**src/design/mped_pkg.sv**
```systemverilog
// Shared types and constants for the multi-pin edge event detector.
// No dependencies.
`default_nettype none
package mped_pkg;
  localparam int PIN_W    = 48;
  localparam int LANE_W   = 8;
  localparam int LANES    = PIN_W / LANE_W;
  localparam int NUM_W    = 6;
  localparam int LIDX_W   = 3;
  localparam int CFG_IDX_W = 1;
  localparam int OUT_TDATA_W = 8;

  localparam logic [CFG_IDX_W-1:0] REG_EXCLUDE_MASK  = 1'd0;
  localparam logic [CFG_IDX_W-1:0] REG_DETECT_ENABLE = 1'd1;

  typedef struct packed {
    logic              found;
    logic [LIDX_W-1:0] idx;
    logic              rising;
  } mped_lane_t;
endpackage
`default_nettype wire

```
**src/design/mped_lane.sv**
```systemverilog
// One lane of eight pins: hit detection on a fresh sample and the lowest
// pending pin with its edge. Depends on mped_pkg.
`default_nettype none
module mped_lane
  import mped_pkg::*;
(
  input  wire logic [LANE_W-1:0] levels,
  input  wire logic [LANE_W-1:0] sense,
  input  wire logic [LANE_W-1:0] excl,
  input  wire logic [LANE_W-1:0] active,
  input  wire logic [LANE_W-1:0] pending,
  input  wire logic [LANE_W-1:0] held_levels,
  output logic      [LANE_W-1:0] hits,
  output mped_lane_t             result
);
  always_comb begin
    hits = ~(levels ^ sense) & ~excl & active;
    result = '0;
    for (int i = LANE_W - 1; i >= 0; i--) begin
      if (pending[i]) begin
        result.found  = 1'b1;
        result.idx    = LIDX_W'(i);
        result.rising = held_levels[i];
      end
    end
  end
endmodule
`default_nettype wire

```
**src/design/mped_merge.sv**
```systemverilog
// Merges lane results: picks the lowest lane that has a pending pin.
// Depends on mped_pkg.
`default_nettype none
module mped_merge
  import mped_pkg::*;
(
  input  mped_lane_t             lanes [LANES],
  output logic                   found,
  output logic       [NUM_W-1:0] pin_number,
  output logic                   edge_rising
);
  always_comb begin
    found       = 1'b0;
    pin_number  = '0;
    edge_rising = 1'b0;
    for (int l = LANES - 1; l >= 0; l--) begin
      if (lanes[l].found) begin
        found       = 1'b1;
        pin_number  = NUM_W'(l * LANE_W) + NUM_W'(lanes[l].idx);
        edge_rising = lanes[l].rising;
      end
    end
  end
endmodule
`default_nettype wire

```
**src/design/multi_pin_edge_event_detector.sv**
```systemverilog
// Multi-pin edge event detector: one 48-pin sample per input beat, one
// output beat per edge found, in ascending pin order, tlast on the final one.
// Hits of an accepted sample are registered as the pending set, and each event beat
// is registered from that set; a sample with no events leaves the set empty. The
// next sample waits for an empty pending set, so m_tready stalls also hold it off.
// Reset (rst, synchronous): control and pending cleared, disarmed, all pins wait for low.
`default_nettype none
module multi_pin_edge_event_detector
  import mped_pkg::*;
#(
  parameter int PIN_COUNT = 48
) (
  input  wire logic                   clk,
  input  wire logic                   rst,
  input  wire logic                   s_tvalid,
  output logic                        s_tready,
  input  wire logic [PIN_W-1:0]       s_tdata,   // [47:0] pin_levels
  output logic                        m_tvalid,
  input  wire logic                   m_tready,
  output logic      [OUT_TDATA_W-1:0] m_tdata,   // [5:0] pin_number, [6] edge_rising
  output logic                        m_tlast,   // last_event
  input  wire logic                   cfg_we,
  input  wire logic [CFG_IDX_W-1:0]   cfg_index,
  input  wire logic [PIN_W-1:0]       cfg_data
);
  localparam int ACT = (PIN_COUNT < PIN_W) ? PIN_COUNT : PIN_W;

  logic [PIN_W-1:0] exclude_mask;
  logic             detect_enable;
  logic [PIN_W-1:0] pin_sense;
  logic [PIN_W-1:0] pending;
  logic [PIN_W-1:0] held_levels;
  logic [PIN_W-1:0] active;
  logic [PIN_W-1:0] hits;
  logic [PIN_W-1:0] pending_next;
  mped_lane_t       lane_res [LANES];
  logic             found;
  logic [NUM_W-1:0] sel_pin;
  logic             sel_rising;
  logic             out_free;
  logic             accept;

  for (genvar g = 0; g < PIN_W; g++) begin : g_active
    assign active[g] = (g < ACT);
  end

  for (genvar l = 0; l < LANES; l++) begin : g_lane
    mped_lane u_lane (
      .levels      (s_tdata[l*LANE_W +: LANE_W]),
      .sense       (pin_sense[l*LANE_W +: LANE_W]),
      .excl        (exclude_mask[l*LANE_W +: LANE_W]),
      .active      (active[l*LANE_W +: LANE_W]),
      .pending     (pending[l*LANE_W +: LANE_W]),
      .held_levels (held_levels[l*LANE_W +: LANE_W]),
      .hits        (hits[l*LANE_W +: LANE_W]),
      .result      (lane_res[l])
    );
  end

  mped_merge u_merge (
    .lanes       (lane_res),
    .found       (found),
    .pin_number  (sel_pin),
    .edge_rising (sel_rising)
  );

  assign pending_next = pending & (pending - PIN_W'(1));
  assign s_tready     = (pending == '0);
  assign accept       = s_tvalid && s_tready;
  assign out_free     = !m_tvalid || m_tready;

  always_ff @(posedge clk) begin
    if (rst) begin
      exclude_mask  <= '0;
      detect_enable <= 1'b0;
      pin_sense     <= '0;
      pending       <= '0;
      m_tvalid      <= 1'b0;
    end else begin
      if (accept && detect_enable) begin
        pin_sense <= pin_sense ^ hits;
        pending   <= hits;
      end
      if (found && out_free) begin
        m_tvalid <= 1'b1;
        pending  <= pending_next;
      end else if (m_tready) begin
        m_tvalid <= 1'b0;
      end
      if (cfg_we) begin
        case (cfg_index)
          REG_EXCLUDE_MASK: exclude_mask <= cfg_data;
          REG_DETECT_ENABLE: begin
            detect_enable <= cfg_data[0];
            if (cfg_data[0]) begin
              pin_sense <= '0;
            end
          end
          default: ;
        endcase
      end
    end
  end

  always_ff @(posedge clk) begin
    if (accept) begin
      held_levels <= s_tdata;
    end
    if (found && out_free) begin
      m_tdata <= {1'b0, sel_rising, sel_pin};
      m_tlast <= (pending_next == '0);
    end
  end
endmodule
`default_nettype wire

```
**config.mk**
```make
export PLATFORM = sky130hd
export DESIGN_NAME = multi_pin_edge_event_detector
export DESIGN_NICKNAME = d
export VERILOG_FILES = /design/src/design/mped_pkg.sv /design/src/design/mped_lane.sv /design/src/design/mped_merge.sv /design/src/design/multi_pin_edge_event_detector.sv
export SDC_FILE = /design/constraint.sdc
export NUM_CORES = 1
export LEC_CHECK = 0
export ABC_AREA = 0
export BUFFER_PORTS_ARGS = -buffer_cell sky130_fd_sc_hd__buf_2
export CAP_MARGIN = 20
export CORE_ASPECT_RATIO = 0.7
export CORE_MARGIN = 2
export CORE_UTILIZATION = 25
export DETAILED_ROUTE_END_ITERATION = 10
export GPL_ROUTABILITY_DRIVEN = 0
export PLACE_DENSITY = 0.5
export SYNTH_ARGS = -nofsm -noshare
export SYNTH_HDL_FRONTEND = slang
export SYNTH_SLANG_ARGS = --single-unit
```
**constraint.sdc**
```tcl
create_clock -name clk -period 3.3 [get_ports clk]
set_clock_uncertainty 0.1 [all_clocks]
set_input_delay 0.33 -clock clk [delete_from_list [all_inputs] [get_ports clk]]
set_output_delay 0.33 -clock clk [all_outputs]
set_load 0.03 [all_outputs]
```
==> results of run 1 <==
-- placed cells by master, fill, tap and decap left out, drive strengths merged, types with 19 or more instances in the layout --
cell type and n:
nor4 19, dfxtp 146, dlygate4sd3 90, or3 19, clkbuf 33, nand2 154, inv 19, o21ai 51
xnor2 38, nor2 141, edfxtp 56, a21oi 122, buf 130, a211oi 47
-- cell usage after synthesis, types with 18 or more instances --
cell type    n
a211oi_1    47
dfxtp_1    146
or3_1       19
xnor2_1     38
edfxtp_1    56
a21oi_1    122
nand2_1    154
clkbuf_1    48
inv_1       19
a22oi_1     18
o21ai_0     50
nor2_1     141
-- metal layers --
layer	track usage (%)	part of all wire, %	up-vias
met4	3.497	1.9	0
met5	0	0	-
met1	22.10	52	3819
li1	-	-	4057
met2	21.46	41	177
met3	2.431	4.7	42
-- power by group --
group / internal [mW] / total, mW / switching, mW
Clock: 1.46 / 2.51 / 1.04
Combinational: 0.657 / 1.96 / 1.30
Sequential: 2.96 / 3.15 / 0.192
Total: 5.08 / 7.61 / 2.53
-- flip-flops by register name, indices dropped and copies added, names as in the netlist --
signal	cells
m_tdata	7
held_levels	48
m_tlast	1
pending	48
pin_sense	48
m_tvalid	1
exclude_mask	48
detect_enable	1
-- repair_timing --
item	4_1_cts	5_1_grt
endpoints found under the hold margin	133	0
buffers inserted	0	0
hold buffers	90	0
-- per-stage QoR --
step           util (%)  std cells  cell area [um2]
6_report          32.94       1711            11830
2_1_floorplan         -       1038             9130
5_1_grt           32.94       1711            11830
3_3_place_gp      28.37       1580            10190
4_1_cts           32.94       1711            11830
3_5_place_dp      28.37       1580            10190
-- how the worst max path moves through the flow --
stage / depth (start not counted) / end / slack (ns) / startpoint
5_1_grt: 7 / m_tlast / 0.06 / pending[0]
3_3_place_gp: 7 / m_tlast / 0.23 / pending[28]
4_1_cts: 7 / m_tlast / 0.24 / pending[28]
2_1_floorplan: 6 / held_levels[0] / 0.36 / pending[0]
3_5_place_dp: 7 / m_tlast / 0.26 / pending[28]
6_report: 7 / m_tlast / 0.20 / pending[28]
-- area by class of cell --
cell class / instances / area (um2) / area share (%)
clock inverters: 8 / 45.04 / 0.3807
repair buffers: 220 / 1639 / 13.85
flip-flops and latches: 202 / 4604 / 38.92
inverters: 20 / 75.07 / 0.6345
multi-input cells: 748 / 4172 / 35.26
well taps: 480 / 600.6 / 5.076
clock buffers: 33 / 695.7 / 5.880
-- critical path, delay by kind of cell, from the launching register on --
family           cells  cell delay [ns]
AO/OA/AOI/OAI        3             0.59
flip-flops           1             0.43
AND/OR/NAND/NOR      4             1.81
-- logic make-up after synthesis --
group,synth area share [%]
AND/OR/NAND/NOR,20.26
AO/OA/AOI/OAI,20.53
flip-flops,50.44
buffers and inverters,4.016
XOR/XNOR,4.605
adder cells (fa/ha/maj),0.1097
other,0.04108
==> results_dict.tcl, run 1 <==
set metrics [dict create \
    track_usage_pct 14.63 \
    slowest_delay_ns 0.65 \
    cts_tree "built" \
    syn_nets 1140 \
    grt.overflow.total 0 \
    rrSetupSlack_ns 0.20 \
    yosys.area.top_type_share_pct 32.02 \
    area_growth_pct 29.60 \
    fin_crit_sh_pct 93.99 \
    hold_end "exclude_mask[33]" \
    hp-start "cfg_data[33]" \
    yosysUniqueCellTypes 60 \
    grt_pass1_wl_um 43880 \
    hpwl_um 20220 \
    rows 58 \
    antennaDiodeCount 0 \
    num_vias 8095 \
    setup_violations 0 \
    portBuffers 111 \
    synthCells 1038 \
    clk_pin_slew_ns 0.07 \
    synth_top_area_cell "dfxtp_1" \
    crit_path_start_kind "register" \
    reg2reg_from "pending[28]" \
    dieArea_um2 38080 \
    final_hold_viol_count 0 \
    leakage_nw 4.392 \
    grt_max_degree 64 \
    die_x_um 232.4 \
    post-route-drc-count 0 \
    insertion_delay_ns 0.51 \
    drive_above_1_share_pct 15.68 \
    syn_area_um2 9129 \
    yosysSeqAreaShare_pct 50.44 \
    fillCellCount 3769 \
    antenna_left 0 \
    routed_wl_um 28250 \
    p_total_mw 7.612 \
    critPathArrivalTime_ns 3.35 \
    fin_hold_ws_ns 0.01271 \
    antenna_found_initial 1 \
    yosys_warnings 0 \
    wl_per_cell_um 16.51 \
    grt_pass1_vias 7822 \
    crit_fanout 11 \
    cts-resized-gates 0 \
    nets 1317 \
    period_needed_ns 3.102 \
    synth-async-reset-ratio_pct 0 \
    rr_endpoint "m_tlast" \
    relSlewSlack_pct 50.00 \
    path_class "reg2reg" \
    ios 113 \
    first_iter_violations 593 \
    initial_core_util_pct 25.41 \
    cts_buffer_depth 3 \
    die_h_um 163.9 \
    drv_slew 0 \
    synth_ff_type "dfxtp_1" \
    rsz0062_at_grt "no" \
    cp-end-kind "register" \
    setup_tns_ns 0 \
    r2r_cells 7 \
    power_density_nw_per_um2 643.4 \
    worst_slack_ns 0.1984 \
    worst_pin_slew_ns 0.7438 \
    worst_ep_required_time_ns 3.55 \
    hold_class "in2reg" \
    cts_buffers 23 \
    synth-edff-count 56 \
    cts.sinks 202 \
    synthTopCellsByArea "dfxtp_1 (32%), edfxtp_1 (18%), a21oi_1 (6.7%)" \
    crit_slowest_cell "or4_1" \
    synth-seq-cells 202 \
    irDropWorstVdd_uv 329.2 \
    clock.fmax_mhz 322.4 \
    viasPerCell 4.731 \
    hold_depth 3 \
    place_ws_ns 0.2564 \
    status "completed" \
    maxCapViolCount 0 \
    core-area_um2 35920 \
    cts_root_buffer "clkbuf_16" \
    synth_area_per_cell_um2 8.795 \
    worstPathCellList "or4_1 -> or3_1 -> nor4_2 -> a22oi_1 -> a211oi_1 -> o21ai_1 -> nor4b_2" \
    dr.pass1.iters 5 \
    htreeDepth 1 \
]
Note: power is estimated with default switching activity, not from simulation.
==> inputs of run 2 (changes only) <==
--- a/config.mk
+++ b/config.mk
@@ -8,7 +8,7 @@
 export ABC_AREA = 0
 export BUFFER_PORTS_ARGS = -buffer_cell sky130_fd_sc_hd__buf_2
 export CAP_MARGIN = 20
-export CORE_ASPECT_RATIO = 0.7
+export CORE_ASPECT_RATIO = 1.4
 export CORE_MARGIN = 2
 export CORE_UTILIZATION = 25
 export DETAILED_ROUTE_END_ITERATION = 10
==> results_dict.tcl, run 2 (synthesis gave the netlist of run 1 again) <==
set metrics [dict create \
    portBuffers 111 \
    comb_power_share_pct 26.1 \
    swShare_pct 32.72 \
    wl_per_cell_um 16.18 \
    dr.pass1.iters 5 \
    htreeDepth 1 \
    grt_pass1_vias 8097 \
    antenna_left 0 \
    status "completed" \
    routed_wl_um 27540 \
    clk_pin_slew_ns 0.06 \
    setup_violations 0 \
    relSlewSlack_pct 48.74 \
    maxCapViolCount 0 \
    core-area_um2 35910 \
    clock.fmax_mhz 335.4 \
    crit_fanout 5 \
    worst_ep_required_time_ns 2.87 \
    post-route-drc-count 0 \
    fin_crit_sh_pct 90.34 \
    irDropWorstVdd_uv 323.1 \
    pwr-share-seq_pct 41.7 \
    nets 1326 \
    crit_path_start_kind "register" \
    cts_root_buffer "clkbuf_16" \
    hold_class "in2reg" \
    layout_common_cells "nand2_1 (154), dfxtp_1 (146), nor2_1 (141)" \
    setup_tns_ns 0 \
    grt.overflow.total 0 \
    power_density_nw_per_um2 630.8 \
    viasPerCell 4.719 \
    dieArea_um2 38080 \
    cts-resized-gates 0 \
    rsz0062_at_grt "no" \
    critPathArrivalTime_ns 2.55 \
    hpwl_um 19570 \
    fin_hold_ws_ns 0.05607 \
    num_vias 8032 \
    insertion_delay_ns 0.52 \
    grt_max_degree 64 \
    drv_slew 0 \
    p_int_mw 5.028 \
    p_clk_share_pct 32.2 \
    cts_tree "built" \
    area_growth_pct 29.77 \
    cts_buffer_depth 3 \
    final_hold_viol_count 0 \
    worst_pin_slew_ns 0.7619 \
    layout_commonest_cell "nand2_1" \
    track_usage_pct 14.28 \
    drive_above_1_share_pct 15.56 \
    antenna_found_initial 0 \
    cts.sinks 202 \
    leakage_nw 4.413 \
    grt_pass1_wl_um 42920 \
    die_h_um 230.1 \
    rows 82 \
    path_class "reg2out" \
    antennaDiodeCount 0 \
    initial_core_util_pct 25.42 \
    die_x_um 165.5 \
    ios 113 \
    period_needed_ns 2.981 \
    power_switching_mw 2.445 \
    first_iter_violations 319 \
    cts_buffers 22 \
    cp-end-kind "primary output" \
]
run 2: routing by layer:
layer  up-vias  global-route usage, %  wire length, um
met5         -                      0                0
met4         0                  4.310              586
met3        30                  1.786              939
met2       124                  26.97            14700
met1      3805                  16.41            11320
li1       4073                      -                -
run 2: timing repair:
item	4_1_cts	5_1_grt
endpoints found under the hold margin	141	0
hold buffers	96	0
buffers inserted	0	0
run 2: worst paths after layout:
kind,slack [ns],startpoint,depth (start not counted),to
min reg2reg,0.36,exclude_mask[20],2,exclude_mask[20]
max,0.32,pending[47],4,s_tready
max reg2reg,0.36,pending[20],7,m_tlast
min,0.06,cfg_we,4,detect_enable
run 2: worst max-delay path, stage by stage (launching register included):
cell and delay (ns):
dfxtp_1 0.37, nor4_1 0.70, nand4_2 0.30, nor3_4 0.38, buf_2 0.28
run 2: layout make-up:
| cell class | count | area, um2 |
|---|---|---|
| clock buffer | 34 | 668.1 |
| clock inverter | 6 | 32.53 |
| fill | 3852 | 24060 |
| inverter | 20 | 75.07 |
| multi-input combinational | 748 | 4172 |
| sequential | 202 | 4604 |
| tap | 462 | 578.1 |
| timing repair buffer | 230 | 1717 |
run 2: power by group through the flow:
stage	logic [mW]	registers [mW]	clock network, mW
floorplan	1.09	3.21	0
global placement	1.86	3.17	0
detailed placement	1.87	3.17	0
CTS	1.97	3.12	2.50
global route	2.14	3.15	2.57
finish	1.95	3.11	2.41
run 2: stage by stage:
step | instance area, um2 | util [%] | total power, mW | std cells | setup WS [ns]
floorplan | 9130 | - | 4.298 | 1038 | 0.3606
global placement | 10180 | 28.36 | 5.029 | 1566 | 0.4160
detailed placement | 10180 | 28.36 | 5.041 | 1566 | 0.4016
CTS | 11850 | 32.99 | 7.587 | 1702 | 0.3071
global route | 11850 | 32.99 | 7.851 | 1702 | 0.1249
finish | 11850 | 32.99 | 7.473 | 1702 | 0.3187
==> inputs of run 3 (changes only) <==
--- a/config.mk
+++ b/config.mk
@@ -14,6 +14,7 @@
 export DETAILED_ROUTE_END_ITERATION = 10
 export GPL_ROUTABILITY_DRIVEN = 0
 export PLACE_DENSITY = 0.5
+export SETUP_SLACK_MARGIN = 0.5
 export SYNTH_ARGS = -nofsm -noshare
 export SYNTH_HDL_FRONTEND = slang
 export SYNTH_SLANG_ARGS = --single-unit
==> results_dict.tcl, run 3 (synthesis gave the netlist of run 1 again) <==
set metrics [dict create \
    reg2reg_from "pending[31]" \
    cts_buffers 22 \
    layout_common_cells "nand2_1 (154), dfxtp_1 (146), nor2_1 (139)" \
    grt.overflow.total 0 \
    cts_root_buffer "clkbuf_16" \
    drive_above_1_share_pct 17.43 \
    dr.pass1.iters 4 \
    die_x_um 165.5 \
    period_needed_ns 2.706 \
    crit_fanout 8 \
    maxCapViolCount 0 \
    hold_class "in2reg" \
    die_h_um 230.1 \
    comb_power_share_pct 26.6 \
    power_density_nw_per_um2 638.0 \
    layout_commonest_cell "nand2_1" \
    pwr-share-seq_pct 40.5 \
    relSlewSlack_pct 40.19 \
    cts.sinks 202 \
    worstSetupStartpoint "pending[31]" \
    crit_slowest_cell "or4_1" \
    swShare_pct 32.41 \
    setup_tns_ns 0 \
    r2r_cells 7 \
    grt_max_degree 49 \
    drv_slew 0 \
    stdcell_area_um2 12070 \
    grt_pass1_wl_um 43770 \
    power_switching_mw 2.495 \
    rows 82 \
    cts_buffer_depth 3 \
    fin_util_pct 33.60 \
    post-route-drc-count 0 \
    hold_depth 3 \
    path_class "reg2reg" \
    insertion_delay_ns 0.51 \
    antenna_found_initial 0 \
    dieArea_um2 38080 \
    clock.fmax_mhz 369.6 \
    fin_crit_sh_pct 81.99 \
    clk_pin_slew_ns 0.06 \
    p_total_mw 7.698 \
    leakage_nw 4.515 \
    slowest_delay_ns 0.61 \
    grt_pass1_vias 8320 \
    hp-start "cfg_data[9]" \
    antennaDiodeCount 0 \
    nets 1337 \
    worst_ep_required_time_ns 3.55 \
    viasPerCell 4.784 \
    setup_violations 0 \
    rsz0062_at_grt "yes" \
    final_hold_viol_count 0 \
    initial_core_util_pct 25.42 \
    cts_tree "built" \
    detailroute.wirelength.met3_um 1142 \
    area_growth_pct 32.17 \
    status "completed" \
    p_clk_share_pct 32.9 \
    antenna_left 0 \
    dr_wl_met2_um 14460 \
    fillCellCount 3824 \
    irDropWorstVdd_uv 291.2 \
    worst_pin_slew_ns 0.8971 \
    top_layer_used "met4" \
    worstPathCellList "or4_1 -> or3_1 -> nor4_2 -> a22oi_1 -> a211oi_2 -> o21ai_1 -> nor4b_2" \
    routed_wl_um 27840 \
    cp-end-kind "register" \
    portBuffers 111 \
    crit_path_start_kind "register" \
    first_iter_violations 372 \
    critPathArrivalTime_ns 2.95 \
    ios 113 \
    htreeDepth 1 \
    placed_area_um2 10210 \
    hpwl_um 19870 \
    track_usage_pct 14.51 \
    p_int_mw 5.203 \
    wl_per_cell_um 16.25 \
    wl_met1_um 11660 \
    num_vias 8195 \
    core-area_um2 35910 \
]
run 3: per-stage QoR:
step / instances / setup slack (ns) / hold WS (ns)
floorplan: 1038 / 0.6097 / 0.3246
global placement: 1573 / 0.4738 / 0.3468
detailed placement: 1573 / 0.4005 / 0.3480
CTS: 1712 / 0.5157 / 0.02131
global route: 1713 / 0.4789 / 0.04334
finish: 1713 / 0.5943 / 0.01777
run 3: cell type report:
cell class / count / area, um2 / area share (%)
Sequential cell: 202 / 4604 / 38.16
Inverter: 20 / 75.07 / 0.6222
Tap cell: 462 / 578.1 / 4.791
Timing Repair Buffer: 241 / 1778 / 14.74
Multi-Input combinational cell: 748 / 4280 / 35.48
Clock buffer: 29 / 629.4 / 5.216
Clock inverter: 11 / 120.1 / 0.9955
run 3: final timing paths:
kind	endpoint	slack, ns
worst min register to register	exclude_mask[5]	0.36
worst max register to register	m_tlast	0.59
worst min-delay path	exclude_mask[9]	0.02
worst max-delay path	m_tlast	0.59
run 3: worst max-delay path, delay by kind of cell (launching register included):
| kind | cells | cell delay (ns) |
|---|---|---|
| AO/OA/AOI/OAI | 3 | 0.55 |
| flip-flops | 1 | 0.40 |
| AND/OR/NAND/NOR | 4 | 1.49 |
run 3: power by group through the flow:
stage	registers [mW]	clock network, mW	logic [mW]
after CTS	3.13	2.62	2.02
after detailed placement	3.17	0	1.91
after global placement	3.18	0	1.90
after global routing	3.16	2.70	2.24
after floorplan	3.21	0	1.09
final	3.12	2.53	2.05
run 3: per-layer routing:
metal,vias up,GRT usage [%]
li1,4094,-
met1,3900,17.17
met2,170,26.84
met3,31,1.696
met4,0,4.526
met5,-,0
run 3: what timing repair did:
item,in CTS,in global routing
endpoints found under the hold margin,138,0
pin swaps,2,3
setup buffers,4,1
hold buffers,95,0
endpoints found under the setup margin,35,59
gates resized for setup,6,14
